`src/sv/polygon_point_location_defines.svh`:
```
// ----------------------------------------------------------------------------
// polygon_point_location_defines
// Assertion macros for the point-location block; empty when SYNTH is set.
// ----------------------------------------------------------------------------
`ifndef POLYGON_POINT_LOCATION_DEFINES_SVH
`define POLYGON_POINT_LOCATION_DEFINES_SVH

`ifndef SYNTH
// check a property on every clock edge outside reset
`define PPL_ASSERT(lbl, prop, msg) \
  lbl: assert property (@(posedge clk) disable iff (!rst_n) prop) else $error(msg);
// check that a condition never holds outside reset
`define PPL_NEVER(lbl, expr, msg) \
  lbl: assert property (@(posedge clk) disable iff (!rst_n) !(expr)) else $error(msg);
`else
`define PPL_ASSERT(lbl, prop, msg)
`define PPL_NEVER(lbl, expr, msg)
`endif

`endif

```
`src/sv/ppl_pkg.sv`:
```
// ----------------------------------------------------------------------------
// ppl_pkg
// Shared widths, codes and types of the point-in-polygon edge chain.
// ----------------------------------------------------------------------------
`default_nettype none

package ppl_pkg;

  localparam int MAX_VERTICES = 64;
  localparam int COORD_WIDTH  = 16;
  localparam int IDX_WIDTH    = 6;
  localparam int CNT_WIDTH    = 7;
  localparam int LOC_WIDTH    = 2;

  localparam int DIFF_W  = COORD_WIDTH + 1;
  localparam int PROD_W  = 2 * DIFF_W;
  localparam int CROSS_W = PROD_W + 1;
  localparam int WN_W    = $clog2(MAX_VERTICES + 1) + 1;

  localparam int CELL_STAGES = 3;
  localparam int CHAIN_DEPTH = CELL_STAGES * MAX_VERTICES;
  localparam int INFL_W      = $clog2(CHAIN_DEPTH + 1);

  localparam int NV_W  = $clog2(MAX_VERTICES + 1);
  localparam int CMP_W = (CNT_WIDTH > NV_W) ? CNT_WIDTH : NV_W;

  localparam logic CMD_LOAD  = 1'b0;
  localparam logic CMD_QUERY = 1'b1;

  localparam logic [LOC_WIDTH-1:0] LOC_BOUNDARY = 2'd0;
  localparam logic [LOC_WIDTH-1:0] LOC_OUTSIDE  = 2'd1;
  localparam logic [LOC_WIDTH-1:0] LOC_INSIDE   = 2'd2;

  typedef struct packed {
    logic signed [COORD_WIDTH-1:0] x;
    logic signed [COORD_WIDTH-1:0] y;
  } vtx_t;

  // query word as it travels along the chain
  typedef struct packed {
    vtx_t                   pt;
    logic signed [WN_W-1:0] wn;
    logic                   bnd;
  } tok_t;

endpackage

`default_nettype wire

```
`src/sv/ppl_cell.sv`:
```
// ----------------------------------------------------------------------------
// ppl_cell
// One edge cell: holds vertex i, tests a passing query word against the edge
// from vertex i to the next vertex in three register stages.
// ----------------------------------------------------------------------------
`default_nettype none

module ppl_cell (
  input  wire                  clk,
  input  wire                  rst_n,
  input  wire                  adv,
  input  wire                  wr_en,
  input  wire ppl_pkg::vtx_t   wr_vtx,
  input  wire                  active,
  input  wire ppl_pkg::vtx_t   nxt_vtx,
  input  wire                  vld_in,
  input  wire ppl_pkg::tok_t   tok_in,
  output ppl_pkg::vtx_t        vtx,
  output logic                 vld_out,
  output ppl_pkg::tok_t        tok_out
);

  ppl_pkg::vtx_t vtx_r;

  // stage 1
  logic                                  vld1_r;
  ppl_pkg::tok_t                         tok1_r;
  ppl_pkg::tok_t                         tok1_nxt;
  logic                                  cross1_r, below1_r;
  logic signed [ppl_pkg::DIFF_W-1:0]     dxe1_r, dyp1_r, dye1_r, dxp1_r;
  logic                                  bnd1_nxt, cross1_nxt, below1_nxt;
  logic                                  hit, horiz, on_span;
  logic signed [ppl_pkg::DIFF_W-1:0]     dxe1_nxt, dyp1_nxt, dye1_nxt, dxp1_nxt;

  // stage 2
  logic                                  vld2_r;
  ppl_pkg::tok_t                         tok2_r;
  logic                                  cross2_r, below2_r;
  logic signed [ppl_pkg::PROD_W-1:0]     p1_r, p2_r;

  // stage 3
  logic                                  vld3_r;
  ppl_pkg::tok_t                         tok3_r;
  ppl_pkg::tok_t                         tok3_nxt;
  logic signed [ppl_pkg::CROSS_W-1:0]    cross_val;
  logic                                  c_pos, c_neg, c_zero;

  assign vtx = vtx_r;

  always_ff @(posedge clk) begin
    if (wr_en) begin
      vtx_r <= wr_vtx;
    end
  end

  always_comb begin
    hit     = (vtx_r.x == tok_in.pt.x) && (vtx_r.y == tok_in.pt.y);
    horiz   = (vtx_r.y == tok_in.pt.y) && (nxt_vtx.y == tok_in.pt.y);
    on_span = ((vtx_r.x <= tok_in.pt.x) || (nxt_vtx.x <= tok_in.pt.x)) &&
              ((tok_in.pt.x <= vtx_r.x) || (tok_in.pt.x <= nxt_vtx.x));
    below1_nxt = vtx_r.y < tok_in.pt.y;
    cross1_nxt = active && !horiz && (below1_nxt != (nxt_vtx.y < tok_in.pt.y));
    bnd1_nxt   = tok_in.bnd || (active && (hit || (horiz && on_span)));
    dxe1_nxt   = ppl_pkg::DIFF_W'(nxt_vtx.x) - ppl_pkg::DIFF_W'(vtx_r.x);
    dyp1_nxt   = ppl_pkg::DIFF_W'(tok_in.pt.y) - ppl_pkg::DIFF_W'(vtx_r.y);
    dye1_nxt   = ppl_pkg::DIFF_W'(nxt_vtx.y) - ppl_pkg::DIFF_W'(vtx_r.y);
    dxp1_nxt   = ppl_pkg::DIFF_W'(tok_in.pt.x) - ppl_pkg::DIFF_W'(vtx_r.x);
    tok1_nxt     = tok_in;
    tok1_nxt.bnd = bnd1_nxt;
  end

  always_comb begin
    cross_val = ppl_pkg::CROSS_W'(p1_r) - ppl_pkg::CROSS_W'(p2_r);
    c_zero    = cross_val == '0;
    c_neg     = cross_val[ppl_pkg::CROSS_W-1];
    c_pos     = !c_neg && !c_zero;
    tok3_nxt      = tok2_r;
    tok3_nxt.bnd  = tok2_r.bnd || (cross2_r && c_zero);
    // upward crossing with the point on the left adds, downward on the right drops
    if (cross2_r && below2_r && c_pos) begin
      tok3_nxt.wn = tok2_r.wn + ppl_pkg::WN_W'(1);
    end else if (cross2_r && !below2_r && c_neg) begin
      tok3_nxt.wn = tok2_r.wn - ppl_pkg::WN_W'(1);
    end
  end

  always_ff @(posedge clk) begin
    if (!rst_n) begin
      vld1_r <= 1'b0;
      vld2_r <= 1'b0;
      vld3_r <= 1'b0;
    end else if (adv) begin
      vld1_r <= vld_in;
      vld2_r <= vld1_r;
      vld3_r <= vld2_r;
    end
  end

  always_ff @(posedge clk) begin
    if (adv) begin
      tok1_r     <= tok1_nxt;
      cross1_r   <= cross1_nxt;
      below1_r   <= below1_nxt;
      dxe1_r     <= dxe1_nxt;
      dyp1_r     <= dyp1_nxt;
      dye1_r     <= dye1_nxt;
      dxp1_r     <= dxp1_nxt;

      tok2_r     <= tok1_r;
      cross2_r   <= cross1_r;
      below2_r   <= below1_r;
      p1_r       <= ppl_pkg::PROD_W'(dxe1_r) * ppl_pkg::PROD_W'(dyp1_r);
      p2_r       <= ppl_pkg::PROD_W'(dye1_r) * ppl_pkg::PROD_W'(dxp1_r);

      tok3_r     <= tok3_nxt;
    end
  end

  assign vld_out = vld3_r;
  assign tok_out = tok3_r;

endmodule

`default_nettype wire

```
`config.mk`:
```
export PLATFORM = sky130hd
export DESIGN_NAME = ppl_cell
export DESIGN_NICKNAME = d
export VERILOG_FILES = /design/src/sv/polygon_point_location_defines.svh /design/src/sv/ppl_pkg.sv /design/src/sv/ppl_cell.sv
export SDC_FILE = /design/constraint.sdc
export NUM_CORES = 2
export LEC_CHECK = 0
export BUFFER_PORTS_ARGS = -buffer_cell sky130_fd_sc_hd__buf_2
export CORE_ASPECT_RATIO = 0.9
export CORE_UTILIZATION = 64
export CTS_CLUSTER_DIAMETER = 100
export DETAILED_ROUTE_END_ITERATION = 10
export PLACE_DENSITY = 0.83
export SYNTH_ARGS = -nofsm -noshare
export SYNTH_HDL_FRONTEND = slang
export SYNTH_SLANG_ARGS = --single-unit
```
`constraint.sdc`:
```
create_clock -name clk -period 8.13 [get_ports clk]
set_clock_uncertainty 0.1 [all_clocks]
set_input_delay 0.813 -clock clk [delete_from_list [all_inputs] [get_ports clk]]
set_output_delay 0.813 -clock clk [all_outputs]
set_load 0.02 [all_outputs]
```
# Yosys cells after proc, flatten, opt, wreduce, memory -nomap -nowiden
# Index checks and enable logic that the tools add are counted.
# Widths: inputs -> output; s select.
# totals
regBits,298
latch_bits,0
ramBits,0
romBits,0
memories,0
# classes
addsub,7
mul,2
div,0
order_cmp,6
eq_ne,4
shift,0
n_mux,2
bitwise,0
reduce_logical,23
# ops
op,count
$mul 17x17->34,2
$sub 16x16->17,4
$le 16x16->1,4
$eq 16x16->1,3
$logic_not 35->1,1
$sub 34x34->35,1
$lt 16x16->1,2
$mux 8,2
$logic_and 1x1->1,13
$add 8x2->8 const B,1
$sub 8x2->8 const B,1
$logic_or 1x1->1,5
$logic_not 1->1,4
$ne 1x1->1,1

# Longest topological paths before layout
# depth
ltp_word,7
ltp_mapped,27
mapped_depth_nobuf,26

# Worst setup path before layout
# No wires, ideal clock.
# synth_timing
path_kind,flip-flop to flip-flop
startpoint,register dyp1_r[2] (netlist name)
endpoint,"register p1_r[33] (netlist name), data pin"
arrival_ps,6708
required_ps,7770
slack_ps,1062
stages_incl_launch_ff,25
synth_period_minus_slack_ps,7068
cell_sequence,edfxtp_1 -> clkbuf_1 -> nand2_1 -> fa_1 -> fa_1 -> fa_1 -> fa_1 -> inv_1 -> fa_1 -> inv_1 -> fa_1 -> inv_1 -> ha_1 -> and3_1 -> a31o_2 -> a2111oi_2 -> o31ai_1 -> a21oi_1 -> a21oi_1 -> o41ai_1 -> o21ai_1 -> or4_1 -> a31o_1 -> a21oi_1 -> xnor2_1
# synth_between
elab_chain_len,1
# synth_rtl
element,line,text
"start, declared",ppl_cell.sv:30,"logic signed [ppl_pkg::DIFF_W-1:0] dxe1_r, dyp1_r, dye1_r, dxp1_r;"
"start signal, assigned",ppl_cell.sv:105,dyp1_r <= dyp1_nxt;
$mul 17x17->34,ppl_cell.sv:112,p1_r <= ppl_pkg::PROD_W'(dxe1_r) * ppl_pkg::PROD_W'(dyp1_r);
"end signal, assigned",ppl_cell.sv:112,
"end, declared",ppl_cell.sv:39,"logic signed [ppl_pkg::PROD_W-1:0] p1_r, p2_r;"
# Every way passes these cells.
# A chain may end at the register's enable or synchronous reset.

# Worst setup path after layout
# layout_timing
startpoint,register dyp1_r[5] (netlist name)
endpoint,"register p1_r[33] (netlist name), data pin"
# Same word-level chain as after synthesis.

==> flow_summary_export.csv <==
group,metric,value,unit
final_layout,drive_above_1_share,0.0728,
place,dp_hpwl,74600,um
global_routing,grt_max_degree,151,
synth,muxShareOfSynthArea,0.00383,
drt,drtIter0Drc,2271,
global_routing,antenna_found_initial,3,
drt,wirelength,91400,um
floorplan,start_util,0.647,
synth,synthCells,3622,
global_routing,grt.met3_usage,0.0718,
place,globalplace.congestion,0.989,
synth,synth_xor_area_frac,0.0285,
timing,min_period_over_period,0.947,
clocking,cts_tree,"done",
synth,ys_seq_area_frac,0.242,
drt,drtAntennaViolNets,0,
global_routing,grt-busiest-layer,"met2",
critical_path,cp_slowest_stage_delay,0.64,ns
clocking,clk_pin_slew,0.06,ns
outcome,status,"complete, no violations",
critical_path,rrSetupSlack,0.43,ns
floorplan,ios,185,
critical_path,cp_top_family,"adder cells",
timing,fin_tns_setup,0,ns
synth,syn_nets,4634,
clocking,postCtsSetupBuffers,0,
synth,ys_types,78,
synth,synth_top_flop_cell,"edfxtp_1",
synth,yosys.area_share.simple,0.133,
critical_path,start_kind,"flip-flop",
synth,synth_area,0.0369,mm2
clocking,insertion_delay,0.57,ns
synth,synth-adder-area-share,0.427,
global_routing,track_usage,0.329,
floorplan,core-area,0.0570,mm2
place,port_buffers,184,
drt,vias_per_cell,5.73,
global_routing,first_global_vias,27700,
synth,yosysTopAreaCellShare,0.324,
synth,synth.ff_latch_count,298,
synth,yosys-top-cells-area,"fa_1, edfxtp_1, ha_1, inv_1, and2_1",
critical_path,cpMostUsedCell,"fa_1",
global_routing,use_met2,0.520,
floorplan,rows,83,
global_routing,grt_pass1_wl,148000,um
global_routing,grt_overflow,0,
drt,vias,26200,
synth,synth_compound_area_frac,0.0770,
timing,worst_pin_slew,0.897,ns
critical_path,cp.required,8.32,ns
critical_path,cp_slowest_cell,"edfxtp_1",
floorplan,die_x,255,um
critical_path,crit_arrival,7.89,ns
worst_hold_path,hold_path_class,"input pin to flip-flop",
clocking,holdBufCountCts,0,
timing,period_needed,7.70,ns
timing,slew_violations,0,
global_routing,use_met1,0.454,
floorplan,die_h,230,um
synth,ys_async_sr_fraction,0,
clocking,clock_sinks,298,
synth,synth_top_family_by_area,"adder cells",
critical_path,worstSetupEndpointType,"flip-flop",
drt,wl_per_cell,20.0,um
clocking,cts_buffers,35,
timing,maxSlewHeadroom,0.402,
synth,yosys_warnings,0,
critical_path,path_cells,"and2_1, fa_1, inv_1, fa_1, fa_1, fa_1, inv_1, fa_1, inv_1, fa_1, inv_1, ha_1, and3_1, a31o_2, a2111oi_2, o31ai_1, a21oi_1, a21oi_1, o41ai_1, o21ai_1, or4_1, a31o_1, a21oi_1, xnor2_1",
run,maxCapViolCount,0,
timing,fmax,130,MHz
drt,drtPass1Iterations,7,
final_layout,area_growth,7.85,%
critical_path,crit_type,"flip-flop to flip-flop",
clocking,htree_levels,2,
final_layout,fin_nets,4794,
drt,drcViolationCount,0,
synth,synth_edf_count,295,
timing,setup_viol,0,
critical_path,path_buf_inv,4,
timing,hold_violations,0,
clocking,cts_root_buf,"clkbuf_16",
synth,synth.avg_cell_area,10.2,um2
critical_path,critical_path_peak_fanout,17,
synth,yosysTopAreaCell,"fa_1",
clocking,post_cts_resized,0,
clocking,clockBufferDepth,3,
floorplan,die-area,0.0586,mm2
timing,rsz0062_at_grt,"no",
-- cell families (layout without fill, tap and decap cells) --
group / count (synthesis) / count (layout)
AOI/OAI and AO/OA: 439 / 439
muxes: 14 / 14
other: 0 / 2
and+or+nand+nor: 980 / 980
xor gates and xnor gates: 120 / 120
adders and majority gates: 901 / 901
DFF: 298 / 298
buffers and inverters: 870 / 1053
-- path summary, 6_finish.rpt --
kind	from	end	cells past startpoint
max reg2reg	dyp1_r[5]$_DFFE_PP_	p1_r[33]$_DFFE_PP_	24
min	wr_vtx[5]	vtx[5]$_DFFE_PP_	1
max	dyp1_r[5]$_DFFE_PP_	p1_r[33]$_DFFE_PP_	24
min reg2reg	tok2_r[12]$_DFFE_PP_	tok_out[12]$_DFFE_PP_	0
-- synthesized netlist by cell type, drive strengths merged, types with 4 or more instances --
library cell    n
mux2i          13
nand2b         28
a21boi         20
a211o           6
fa            597
a21oi         118
o22ai           4
nand4          25
a31oi          16
a211oi         11
nand2         339
o41ai           4
inv           780
and3            9
and4            4
xor2           29
o21ai         105
or2             5
nor2b          36
o32ai           4
and2          295
or3             8
nor4            9
o21a           28
o31ai           8
or4             4
o211ai         15
a221oi          4
nand3          20
edfxtp        295
nor3           37
a21o           41
ha            304
xnor2          91
nor2          149
clkbuf         87
o221ai          6
o21bai         16
-- layout by cell type (no fill, tap or decap), drive strengths merged, types with 5 or more instances in the layout --
cell type / synthesis / routed
a211o: 6 / 6
a211oi: 11 / 11
a21boi: 20 / 20
a21o: 41 / 41
a21oi: 118 / 118
a31oi: 16 / 16
and2: 295 / 295
and3: 9 / 9
buf: 3 / 213
clkbuf: 87 / 40
clkinv: 0 / 15
edfxtp: 295 / 295
fa: 597 / 597
ha: 304 / 304
inv: 780 / 782
mux2i: 13 / 13
nand2: 339 / 339
nand2b: 28 / 28
nand3: 20 / 20
nand4: 25 / 25
nor2: 149 / 149
nor2b: 36 / 36
nor3: 37 / 37
nor4: 9 / 9
o211ai: 15 / 15
o21a: 28 / 28
o21ai: 105 / 105
o21bai: 16 / 16
o221ai: 6 / 6
o31ai: 8 / 8
or2: 5 / 5
or3: 8 / 8
xnor2: 91 / 91
xor2: 29 / 29
-- cell type report --
cell class                      instances  area [um2]
Multi-Input combinational cell       2454       24700
Fill cell                            4104       17200
Sequential cell                       298        8920
Inverter                              780        2930
Timing Repair Buffer                  213        1160
Tap cell                              765         957
Clock buffer                           40         895
Clock inverter                         20         214
Antenna cell                            2        5.00
-- through the flow --
step	hold slack, ns	std cells	setup slack (ns)	utilization	instance area [um2]
finish	0.315	4572	0.430	0.697	39800
global route	0.290	4571	0.000814	0.697	39800
CTS	0.283	4562	0.412	0.696	39700
detailed placement	0.305	4502	0.440	0.677	38600
global placement	0.301	4502	0.525	0.677	38600
floorplan	0.300	3622	1.06	-	36900
-- flip-flops by register name (all words and copies together), names as in the netlist, 17 cells and up --
name	cells
dyp1_r	17
tok1_r	41
dye1_r	17
vtx	32
tok2_r	41
dxp1_r	17
tok_out	41
dxe1_r	17
p2_r	34
p1_r	34
-- metal layers --
metal / wire, um / vias to the layer above
met3: 8750 / 182
met1: 37500 / 13000
li1: - / 11800
met5: 0 / -
met4: 3150 / 0
met2: 42000 / 1248
Power is not shown: default switching activity piles up to over one toggle a cycle in this logic, so the estimate is an artifact.
